`src/rtl/cfcu_pkg.sv`:
```
// Shared types and constants of the central FIR convolution unit.
// No dependencies; the top level takes everything by scoped names.
`default_nettype none

package cfcu_pkg;

	localparam int TAPS        = 32;
	localparam int TAP_IDX_W   = $clog2(TAPS);
	localparam int DATA_W      = 24;
	localparam int FRAC_W      = 22;
	localparam int MAX_SAMPLES = 1024;
	localparam int CNT_W       = $clog2(MAX_SAMPLES) + 1;
	localparam int PROD_W      = 2 * DATA_W;
	localparam int ACC_W       = PROD_W + TAP_IDX_W - 1;
	localparam int RND_W       = ACC_W - FRAC_W;
	localparam int SCALE_W     = 8;
	localparam int SCALED_W    = RND_W + SCALE_W + 1;
	localparam int LEN_W       = 5;

	// configuration register indexes
	typedef enum logic {
		REG_KERNEL_LENGTH = 1'b0,
		REG_SCALE         = 1'b1
	} reg_idx_t;

	// input item kinds, carried in tuser
	typedef enum logic {
		OP_TAP    = 1'b0,
		OP_SAMPLE = 1'b1
	} op_t;

	typedef enum logic [2:0] {
		ST_IDLE,
		ST_CHECK,
		ST_MAC,
		ST_DRAIN,
		ST_SCALE,
		ST_EMIT,
		ST_AFTER
	} state_t;

	// strobes from the sequencer to the datapath
	typedef struct packed {
		logic load_sample;
		logic tap_write;
		logic start_mac;
		logic mac_issue;
		logic do_scale;
		logic do_emit;
		logic flush_shift;
		logic clear;
	} ctrl_t;

endpackage

`default_nettype wire

```
`src/rtl/central_fir_convolution_unit.sv`:
```
// Central FIR convolution unit: top level with sequencer, shared MAC and output register.
// Depends on cfcu_pkg for types and constants.
`default_nettype none

// Same-length FIR convolution of a spectrum with a stored kernel of up to 31 taps.
// A request on the input stream either writes one Q1.22 kernel tap (tuser low)
// or pushes one 24-bit sample (tuser high). All multiply-accumulates of one output run in
// turn through a single 24x24 multiplier followed by one accumulator, and the input stays
// not ready meanwhile. A sample that yields an output keeps the unit busy through check,
// one MAC issue per tap, drain, scale, emit and wrap-up, the emit waiting as long as the
// output register is not free; the next request is then taken back in idle. A sample that
// yields nothing passes only through check and wrap-up. The sample that carries tlast (or
// the 1024th of a spectrum) also flushes the remaining outputs: each flush step shifts one
// zero in and may release one more output through the same steps, so with 31 taps that
// sample can hold the input for up to 16 passes. The final output of a spectrum carries
// tlast, after which the window and counters are cleared. Results wait in an output
// register, so the next request can be taken while the previous result is still pending
// downstream. Kernel taps are undefined until written. Write configuration
// (index 0 kernel_length, index 1 scale) only while idle.
module central_fir_convolution_unit (
	input  wire logic        clk,
	input  wire logic        arst_n,
	// configuration write channel
	input  wire logic        cfg_valid,
	output logic             cfg_ready,
	input  wire logic        cfg_index,
	input  wire logic [7:0]  cfg_data,
	// input stream
	input  wire logic        s_tvalid,
	output logic             s_tready,
	input  wire logic [31:0] s_tdata,   // [4:0] tap_index, [28:5] value, [31:29] zero
	input  wire logic        s_tuser,   // operation
	input  wire logic        s_tlast,   // last_sample
	// output stream
	output logic             m_tvalid,
	input  wire logic        m_tready,
	output logic [23:0]      m_tdata,   // [23:0] out_value
	output logic             m_tlast    // last_output
);

	localparam int TI = cfcu_pkg::TAP_IDX_W;
	localparam int DW = cfcu_pkg::DATA_W;
	localparam int CW = cfcu_pkg::CNT_W;

	cfcu_pkg::state_t state_q, state_d;
	cfcu_pkg::ctrl_t  ctrl;

	// configuration
	logic [cfcu_pkg::LEN_W-1:0]   kernel_length_q;
	logic [cfcu_pkg::SCALE_W-1:0] scale_q;

	// storage
	logic signed [DW-1:0] taps_q [cfcu_pkg::TAPS];
	logic signed [DW-1:0] win_q  [cfcu_pkg::TAPS];

	// counters
	logic [CW-1:0] seen_q;
	logic [CW-1:0] next_q;
	logic [CW:0]   newest_q;
	logic          last_q;
	logic [TI-1:0] j_q;

	// datapath
	logic                                  mac_v_s1;
	logic signed [cfcu_pkg::PROD_W-1:0]    prod_s1;
	logic signed [cfcu_pkg::ACC_W-1:0]     acc_q;
	logic signed [cfcu_pkg::SCALED_W-1:0]  scaled_q;
	logic signed [DW-1:0]                  out_value_q;
	logic                                  out_last_q;
	logic                                  out_valid_q;

	// effective length and its halves
	logic [cfcu_pkg::LEN_W-1:0] len;
	logic [cfcu_pkg::LEN_W-1:0] half;
	logic [cfcu_pkg::LEN_W-1:0] lead;
	logic                       s_accept;
	logic                       out_free;
	logic                       pending;
	logic                       emit_cond;
	logic                       is_final;
	logic [TI-1:0]              win_idx;
	logic signed [cfcu_pkg::ACC_W-1:0]    acc_rnd;
	logic signed [cfcu_pkg::RND_W-1:0]    rounded;
	logic signed [cfcu_pkg::SCALED_W-1:0] sat_max;
	logic signed [cfcu_pkg::SCALED_W-1:0] sat_min;
	logic signed [DW-1:0]                 sat_value;
	logic [CW-1:0]                        seen_inc;

	assign cfg_ready = 1'b1;
	assign s_tready  = (state_q == cfcu_pkg::ST_IDLE);
	assign s_accept  = s_tvalid && s_tready;
	assign out_free  = !out_valid_q || m_tready;

	assign m_tvalid = out_valid_q;
	assign m_tdata  = out_value_q;
	assign m_tlast  = out_last_q;

	// zero length acts as a single tap
	assign len  = (kernel_length_q == '0) ? cfcu_pkg::LEN_W'(1) : kernel_length_q;
	assign half = len >> 1;
	assign lead = len - cfcu_pkg::LEN_W'(1) - half;

	// an output is due once its lead samples are in the window
	assign pending   = next_q < seen_q;
	assign emit_cond = pending &&
		(newest_q >= ({1'b0, next_q} + (CW+1)'(lead)));
	// the final output of a spectrum leaves no output pending behind it
	assign is_final  = last_q && ((next_q + CW'(1)) == seen_q);
	assign seen_inc  = seen_q + CW'(1);

	// taps are applied unreversed: tap j meets the sample len-1-j slots back
	assign win_idx = TI'(len - cfcu_pkg::LEN_W'(1) - cfcu_pkg::LEN_W'(j_q));

	// round half up, then scale and saturate
	assign acc_rnd = acc_q + (cfcu_pkg::ACC_W'(1) <<< (cfcu_pkg::FRAC_W - 1));
	assign rounded = acc_rnd[cfcu_pkg::ACC_W-1:cfcu_pkg::FRAC_W];
	assign sat_max = cfcu_pkg::SCALED_W'((1 <<< (DW - 1)) - 1);
	assign sat_min = -(cfcu_pkg::SCALED_W'(1) <<< (DW - 1));

	always_comb begin
		if (scaled_q > sat_max) begin
			sat_value = sat_max[DW-1:0];
		end else if (scaled_q < sat_min) begin
			sat_value = sat_min[DW-1:0];
		end else begin
			sat_value = scaled_q[DW-1:0];
		end
	end

	// next state
	always_comb begin
		state_d = state_q;
		unique case (state_q)
			cfcu_pkg::ST_IDLE: begin
				if (s_accept && (s_tuser == cfcu_pkg::OP_SAMPLE)) begin
					state_d = cfcu_pkg::ST_CHECK;
				end
			end
			cfcu_pkg::ST_CHECK: begin
				state_d = emit_cond ? cfcu_pkg::ST_MAC : cfcu_pkg::ST_AFTER;
			end
			cfcu_pkg::ST_MAC: begin
				if (j_q == TI'(len - cfcu_pkg::LEN_W'(1))) begin
					state_d = cfcu_pkg::ST_DRAIN;
				end
			end
			cfcu_pkg::ST_DRAIN: state_d = cfcu_pkg::ST_SCALE;
			cfcu_pkg::ST_SCALE: state_d = cfcu_pkg::ST_EMIT;
			cfcu_pkg::ST_EMIT: begin
				if (out_free) begin
					state_d = cfcu_pkg::ST_AFTER;
				end
			end
			cfcu_pkg::ST_AFTER: begin
				state_d = (last_q && pending) ? cfcu_pkg::ST_CHECK : cfcu_pkg::ST_IDLE;
			end
			default: state_d = cfcu_pkg::ST_IDLE;
		endcase
	end

	// sequencer strobes
	always_comb begin
		ctrl = '0;
		unique case (state_q)
			cfcu_pkg::ST_IDLE: begin
				ctrl.load_sample = s_accept && (s_tuser == cfcu_pkg::OP_SAMPLE);
				ctrl.tap_write   = s_accept && (s_tuser == cfcu_pkg::OP_TAP);
			end
			cfcu_pkg::ST_CHECK: ctrl.start_mac = emit_cond;
			cfcu_pkg::ST_MAC:   ctrl.mac_issue = 1'b1;
			cfcu_pkg::ST_DRAIN: ctrl = '0;
			cfcu_pkg::ST_SCALE: ctrl.do_scale = 1'b1;
			cfcu_pkg::ST_EMIT:  ctrl.do_emit = out_free;
			cfcu_pkg::ST_AFTER: begin
				// keep shifting zeros in until every output is out, then drop the spectrum
				ctrl.flush_shift = last_q && pending;
				ctrl.clear       = last_q && !pending;
			end
			default: ctrl = '0;
		endcase
	end

	// control state, configuration and sample window
	always_ff @(posedge clk or negedge arst_n) begin
		if (!arst_n) begin
			state_q         <= cfcu_pkg::ST_IDLE;
			kernel_length_q <= cfcu_pkg::LEN_W'(1);
			scale_q         <= cfcu_pkg::SCALE_W'(1);
			seen_q          <= '0;
			next_q          <= '0;
			newest_q        <= '0;
			last_q          <= 1'b0;
			j_q             <= '0;
			mac_v_s1        <= 1'b0;
			out_valid_q     <= 1'b0;
			for (int i = 0; i < cfcu_pkg::TAPS; i++) begin
				win_q[i] <= '0;
			end
		end else begin
			state_q  <= state_d;
			mac_v_s1 <= ctrl.mac_issue;

			if (cfg_valid && cfg_ready) begin
				unique case (cfg_index)
					cfcu_pkg::REG_KERNEL_LENGTH: kernel_length_q <= cfg_data[cfcu_pkg::LEN_W-1:0];
					cfcu_pkg::REG_SCALE:         scale_q <= cfg_data;
					default:                     scale_q <= scale_q;
				endcase
			end

			if (ctrl.load_sample) begin
				win_q[0] <= s_tdata[TI +: DW];
				for (int i = 1; i < cfcu_pkg::TAPS; i++) begin
					win_q[i] <= win_q[i-1];
				end
				seen_q   <= seen_inc;
				newest_q <= {1'b0, seen_q};
				// an overlong spectrum ends on its last slot
				last_q   <= s_tlast || (seen_inc >= CW'(cfcu_pkg::MAX_SAMPLES));
			end

			if (ctrl.flush_shift) begin
				win_q[0] <= '0;
				for (int i = 1; i < cfcu_pkg::TAPS; i++) begin
					win_q[i] <= win_q[i-1];
				end
				newest_q <= newest_q + (CW+1)'(1);
			end

			if (ctrl.clear) begin
				for (int i = 0; i < cfcu_pkg::TAPS; i++) begin
					win_q[i] <= '0;
				end
				seen_q   <= '0;
				next_q   <= '0;
				newest_q <= '0;
				last_q   <= 1'b0;
			end

			if (ctrl.start_mac) begin
				j_q <= '0;
			end else if (ctrl.mac_issue) begin
				j_q <= j_q + TI'(1);
			end

			if (ctrl.do_emit) begin
				next_q <= next_q + CW'(1);
			end

			// hold the result until taken, refill in the same cycle it drains
			if (ctrl.do_emit) begin
				out_valid_q <= 1'b1;
			end else if (m_tready) begin
				out_valid_q <= 1'b0;
			end
		end
	end

	// payload registers: taps, MAC pipeline, scaling and output data
	always_ff @(posedge clk) begin
		if (ctrl.tap_write) begin
			taps_q[s_tdata[TI-1:0]] <= s_tdata[TI +: DW];
		end
		if (ctrl.mac_issue) begin
			prod_s1 <= taps_q[j_q] * win_q[win_idx];
		end
		if (ctrl.start_mac) begin
			acc_q <= '0;
		end else if (mac_v_s1) begin
			acc_q <= acc_q + cfcu_pkg::ACC_W'(prod_s1);
		end
		if (ctrl.do_scale) begin
			scaled_q <= cfcu_pkg::SCALED_W'(rounded) *
				$signed({1'b0, scale_q});
		end
		if (ctrl.do_emit) begin
			out_value_q <= sat_value;
			out_last_q  <= is_final;
		end
	end

	// outputs never overtake the samples that have arrived
	a_next_le_seen: assert property (@(posedge clk) disable iff (!arst_n)
		next_q <= seen_q)
		else $error("output index ran past the sample count");

	// the MAC pipeline is empty whenever a new request can be taken
	a_idle_pipe_empty: assert property (@(posedge clk) disable iff (!arst_n)
		s_tready |-> !mac_v_s1)
		else $error("MAC pipeline busy while accepting");

	// the tap counter stays inside the active kernel
	a_tap_in_range: assert property (@(posedge clk) disable iff (!arst_n)
		(state_q == cfcu_pkg::ST_MAC) |-> (j_q < TI'(len)) || (len == cfcu_pkg::LEN_W'(0)))
		else $error("tap counter outside kernel");

	// each emitted result advances the output index by one
	a_emit_advances: assert property (@(posedge clk) disable iff (!arst_n)
		ctrl.do_emit |=> (next_q == $past(next_q) + CW'(1)))
		else $error("output index did not advance on emit");

	// a spectrum is cleared right after its final output is loaded
	a_final_clears: assert property (@(posedge clk) disable iff (!arst_n)
		(ctrl.do_emit && is_final) |=> ##1 (seen_q == '0))
		else $error("window not cleared after the final output");

endmodule

`default_nettype wire

```
`config.mk`:
```
export PLATFORM = sky130hd
export DESIGN_NAME = central_fir_convolution_unit
export DESIGN_NICKNAME = d
export VERILOG_FILES = /design/src/rtl/cfcu_pkg.sv /design/src/rtl/central_fir_convolution_unit.sv
export SDC_FILE = /design/constraint.sdc
export NUM_CORES = 2
export LEC_CHECK = 0
export BUFFER_PORTS_ARGS = -buffer_cell sky130_fd_sc_hd__clkbuf_2
export CAP_MARGIN = 5
export CORE_MARGIN = 2
export CORE_UTILIZATION = 40
export CTS_BUF_LIST = sky130_fd_sc_hd__clkbuf_16
export CTS_CLUSTER_DIAMETER = 40
export DETAILED_ROUTE_END_ITERATION = 7
export SETUP_SLACK_MARGIN = 0.2
export SYNTH_ARGS = -nofsm -noshare
export SYNTH_HDL_FRONTEND = slang
export SYNTH_SLANG_ARGS = --single-unit
```
`constraint.sdc`:
```
create_clock -name clk -period 14.05 [get_ports clk]
set_clock_uncertainty 0.1 [all_clocks]
set_input_delay 1.405 -clock clk [delete_from_list [all_inputs] [get_ports clk]]
set_output_delay 1.405 -clock clk [all_outputs]
set_load 0.05 [all_outputs]
```
; Word level (Yosys, flattened, before mapping)
; Memory sizes are Yosys's and may differ from the RTL's.
; Index checks and enable logic that the tools add are counted.
[word_totals]
ff_bits = 990
mem_bits_rw = 768
inputBits = 48
memories = 1
[mem_list]
columns = name, words, word_bits, rd, rd_ports_with_merged_regs, write_ports, line_no
row1 = taps_q, 32, 24, 1, 0, 1, central_fir_convolution_unit.sv:53  ; logic signed [DW-1:0] taps_q [cfcu_pkg::TAPS];
[classes]
add_sub_neg = 10
mul = 2
magnitude_cmp = 6
n_eq_ne = 11
n_mux = 35
bitwise_logic = 3
reduce_logical = 21
[op_table]
columns = operator, n
row1 = $mux 768, 3
row2 = $bmux 24 s5, 1
row3 = $mux 24, 3
row4 = $add 52x23->52 const B, 1
row5 = $add 52x48->52, 1
row6 = $mul 24x24->48, 1
row7 = $mux 11, 4
row8 = $gt 39x24->1 const B, 1
row9 = $lt 39x24->1 const B, 1
row10 = $mul 30x9->39, 1
row11 = $mux 12, 3
row12 = $add 11x1->11 const B, 2
row13 = $pmux 3 s7, 1
row14 = $mux 5, 3
row15 = $add 11x5->12, 1
row16 = $add 12x1->12 const B, 1
row17 = $ge 12x12->1, 1
row18 = $mux 3, 4
row19 = $eq 11x11->1, 1
row20 = $ge 11x11->1 const B, 1
row21 = $lt 11x11->1, 1
row22 = $mux 1, 11
row23 = $eq 3x3->1 const B, 3
row24 = $reduce_bool 2->1, 4
row25 = 21 further kinds, 34

; Logic depth before layout (Yosys ltp)
[depth]
ltp_word = 9
depth_mapped = 42
mapped_depth_nobuf = 38

; Worst setup path after synthesis
; Ideal clock, no wire load.
[synth_timing]
kind = register to register
from = register j_q[1]
to = register prod_s1[47] in the netlist's numbering (data pin)
arrival_time_ps = 10156
required_ps = 13690
setup_slack_ps = 3534
stages_incl_launch_ff = 34
synth_period_minus_slack_ps = 10516
path_cell_list = dfrtp_1 -> buf_2 -> buf_2 -> buf_1 -> inv_1 -> fa_1 -> clkbuf_1 -> buf_2 -> buf_1 -> mux4_2 -> mux4_2 -> mux2i_1 -> clkbuf_1 -> nand2b_1 -> fa_1 -> inv_1 -> fa_1 -> inv_1 -> fa_1 -> inv_1 -> fa_1 -> fa_1 -> fa_1 -> fa_1 -> ha_1 -> a21oi_1 -> nor2b_1 -> or3_1 -> a2111oi_0 -> a21oi_1 -> o221ai_1 -> o21ai_0 -> a21oi_1 -> xnor2_1
[synth_between]
elab_chain_len = 6
elab_cells_between_ends = 7
cone_classes = 1 x add/sub / 1 x mul / 3 x mux / 1 x bitwise / 1 x memory
[synth_lines]
columns = element, line_no
row1 = from (decl), central_fir_convolution_unit.sv:61  ; logic [TI-1:0] j_q;
row2 = from (signal assigned), central_fir_convolution_unit.sv:243  ; j_q <= j_q + TI'(1);
row3 = $sub 5x5->5, central_fir_convolution_unit.sv:112  ; assign win_idx = TI'(len - cfcu_pkg::LEN_W'(1) - cfcu_pkg::LEN_W'(j_q));
row4 = $not 5->6 (not written as such), central_fir_convolution_unit.sv:265  ; prod_s1 <= taps_q[j_q] * win_q[win_idx];
row5 = $bmux 24 s5, central_fir_convolution_unit.sv:265
row6 = $mux 24 (not written as such) (2 in a row), central_fir_convolution_unit.sv:265
row7 = $mul 24x24->48 (*), central_fir_convolution_unit.sv:265
row8 = to (signal assigned), central_fir_convolution_unit.sv:265
row9 = to (decl), central_fir_convolution_unit.sv:65  ; logic signed [cfcu_pkg::PROD_W-1:0] prod_s1;
; Every way passes the cells marked *; elsewhere a longest branch is shown, timed or not. The select of a mux whose other input is x is not followed.
; A chain may end at the register's enable or synchronous reset.

; Final worst setup path
[layout_timing]
from = register kernel_length_q[2] in the netlist's numbering
to = register prod_s1[47] in the netlist's numbering (data pin)
[layout_between]
elab_chain_len = 9
[layout_lines]
columns = element, line_no
row1 = from (decl), central_fir_convolution_unit.sv:49  ; logic [cfcu_pkg::LEN_W-1:0] kernel_length_q;
row2 = from (signal assigned), central_fir_convolution_unit.sv:187  ; kernel_length_q <= cfcu_pkg::LEN_W'(1);
row3 = from (signal assigned), central_fir_convolution_unit.sv:205  ; cfcu_pkg::REG_KERNEL_LENGTH: kernel_length_q <= cfg_data[cfcu_pkg::LEN_W-1:0];
row4 = $logic_not 5->1, central_fir_convolution_unit.sv:99  ; assign len = (kernel_length_q == '0) ? cfcu_pkg::LEN_W'(1) : kernel_length_q;
row5 = $mux 5 (*), central_fir_convolution_unit.sv:99
row6 = $sub 5x1->5 (*), central_fir_convolution_unit.sv:112
row7 = $sub 5x5->5 (*), central_fir_convolution_unit.sv:112
row8 = $not 5->6 (not written as such) (*), central_fir_convolution_unit.sv:265
row9 = $bmux 24 s5 (*), central_fir_convolution_unit.sv:265
row10 = $mux 24 (not written as such) (*) (2 in a row), central_fir_convolution_unit.sv:265
row11 = $mul 24x24->48 (*), central_fir_convolution_unit.sv:265
; Marked as above.

==> results.cfg <==
[floorplanning]
die_h_microns = 514
floorplan.die_area_sq_um = 264000
std_cell_rows = 187
top_level_ports = 76
initial_utilization = 0.401
coreArea_sq_um = 259000
fp.dieW_microns = 514

[global_routing]
total_congestion_overflow_after_global_routing = 0
grt_start_max_net_pins = 238
first_pass_grt_wire_length_microns = 395000
grt_antenna_before_repair = 15
via_count_of_the_first_global_routing_pass = 66400
grt_usage = 0.191

[hold_path]
holdCritPathClass = reg2reg

[critical_path]
kind_of_critical_path = reg2reg
max_stage_delay_ns = 1.17
worstReg2RegStart = kernel_length_q[2]$_DFFE_PN0P_
rr_endpoint = prod_s1[47]$_DFFE_PP_
timing.critical_path.slowest_stage_cell = fa_4
regToRegSetupSlack_ns = 1.48
crit_path_end_kind = register
cp_max_fo = 26
critPathLaunch = kernel_length_q[2]$_DFFE_PN0P_
cp_common_cell = fa_1
cp-start-kind = register
reg2regPathDepth = 30
cp.required_ns = 14.45
critical_path_arrival_ns = 12.96
worstSetupEndpoint = prod_s1[47]$_DFFE_PP_

[logic_synthesis]
ys.warnings.count = 0
combinational_family_with_the_most_area_after_synthesis = adder cells
synthArstFlopShare = 0.470
net_count_of_the_mapped_netlist = 8953
number_of_enable_type_register_cells_in_the_synthesized_netlist = 880
syn_avg_cell_area_sq_um = 13.3
post_synth_and_or_nand_nor_area_fraction = 0.0655
synth_cell_types = 85
netlist_area_sq_um = 104000
synth_top_flop_cell = edfxtp_1
post_synth_xor_area_fraction = 0.0174
synth-compound-area-share = 0.0978
post_synth_inst_count = 7804
mux_cell_area_share_after_synthesis = 0.113
seq_area_frac_synth = 0.463
yosys.area_share.adder = 0.190
flip_flop_and_latch_count_after_synthesis = 1758

[run]
max-cap-violations = 0

[clock_tree]
cts.sinks = 1758
cts_max_path_buffers = 4
clock_insertion_delay_worst_skew_ns = 0.93
cts_hold_buffers = 0
cts_setup_buffers = 0
htreeDepth = 4
total_cts_buffers = 246
cts_tree = yes
cts.repair.resized = 0
cts_root_buffer = clkbuf_16
clk_pin_slew_ns = 0.06

[sta]
clock.fmax_mhz = 79.6
worstMarginPinSlew_ns = 1.20
finalHoldViolCount = 0
relSlewSlack = 0.196
layout_worst_path_cycle_share = 0.894
unrepaired_setup_endpoints_after_global_routing = no
timing.setup.tns_ns = 0
report.final.setup_viol = 0
maxSlewViolCount = 0
fin_crit_ns = 12.57

[final_layout]
number_of_nets_in_the_layout = 8939
area_growth_syn_to_layout_pct = 11.6
final_common_cell = inv_1
commonest_non_fill_non_tap_cells_in_the_layout = inv_1, edfxtp_1, dfrtp_1
final_instance_count_without_filler_cells = 11400
sequential_cell_area_sq_um = 48100
layout.filler_cells = 23000
area_of_the_multi_input_gates_sq_um = 50800
drive_above_1_share = 0.153

[drt]
dr.first_iter.drc_count = 4849
vias_per_cell = 5.57
avgRoutedWirePerCell_microns = 22.1
drc_errors = 0
drtAntennaViolNets = 0
dr.pass1.iters = 6
vias = 63600
drt_wl_total_microns = 252000

[placed_design]
numPortBuffers = 71
dp_cells = 10900
routabilityCongestion = 0.871
detailedPlacementHpwl_microns = 164000

[run_status]
outcome = completed
cells in the mapped netlist (102+ instances only):
cell / count / area (sq um)
a21oi_1: 173 / 866
a22o_1: 751 / 6580
and2_1: 180 / 1130
buf_2: 147 / 736
clkbuf_1: 251 / 942
dfrtp_1: 824 / 20600
edfxtp_1: 880 / 26400
fa_1: 798 / 16000
ha_1: 303 / 3790
inv_1: 903 / 3390
mux4_2: 477 / 10700
nand2_1: 549 / 2060
nor2_1: 390 / 1460
o21ai_0: 102 / 510
xnor2_1: 150 / 1310
stage by stage:
step / setup slack (ns) / instance area [sq um] / hold WS [ns] / utilization
after floorplan: 3.53 / 104000 / 0.345 / -
after global placement: 1.62 / 108000 / 0.352 / 0.417
after detailed placement: 1.49 / 108000 / 0.367 / 0.417
after CTS: 1.40 / 116000 / 0.368 / 0.448
after global routing: 0.791 / 116000 / 0.388 / 0.448
final: 1.48 / 116000 / 0.362 / 0.448
worst max-delay path: cells and delay by family, from the launching register on:
kind            cells  cell delay (ns)
fa+ha+maj          10             5.42
compound gates      7             2.12
mux                 3             1.70
buf+inv             6             1.52
simple gates        3             0.73
flops               1             0.45
xor+xnor            1             0.10
layer usage:
metal,track usage,part of all wire,vias to the layer above
met4,0.0596,0.031,14
met3,0.0322,0.063,439
met2,0.304,0.47,1928
li1,-,-,27700
met5,0,0.00034,-
met1,0.268,0.44,33500
registers in the layout, indices dropped and copies added (netlist names), 3 cells and up:
register         cells
next_q              11
j_q                  5
newest_q            12
scaled_q            39
kernel_length_q      5
taps_q             768
m_tdata             24
scale_q              8
win_q              768
prod_s1             48
seen_q              11
state_q              3
acc_q               52
how the worst min path moves through the flow:
stage / startpoint / slack [ns] / end / cells past startpoint
floorplan: acc_q[20]$_SDFFE_PP0P_ / 0.34 / acc_q[20]$_SDFFE_PP0P_ / 2
global placement: acc_q[20]$_SDFFE_PP0P_ / 0.35 / acc_q[20]$_SDFFE_PP0P_ / 2
detailed placement: acc_q[20]$_SDFFE_PP0P_ / 0.37 / acc_q[20]$_SDFFE_PP0P_ / 2
CTS: win_q[717]$_DFFE_PN0P_ / 0.37 / win_q[693]$_DFFE_PN0P_ / 1
global route: win_q[229]$_DFFE_PN0P_ / 0.39 / win_q[205]$_DFFE_PN0P_ / 1
finish: win_q[717]$_DFFE_PN0P_ / 0.36 / win_q[693]$_DFFE_PN0P_ / 1
final cells by class:
type,count,share of cell area
clock inverter,204,0.0158
timing repair buffer,194,0.0120
antenna,8,0.000172
tap,3402,0.0367
clock buffer,248,0.0535
sequential,1758,0.415
inverter,917,0.0297
multi-input combinational,4673,0.437
cells by family (layout without fill, tap and decap cells):
family                   count (synthesis)  count (layout)
buffers and inverters                 1373            1563
multiplexers                           575             575
adder cells (fa/ha/maj)               1101            1101
AO/OA/AOI/OAI                         1315            1315
other                                    1               9
XOR/XNOR                               206             206
flip-flops                            1758            1758
AND/OR/NAND/NOR                       1475            1475
Power is not shown: default switching activity piles up to over one toggle a cycle in this logic, so the estimate is an artifact.
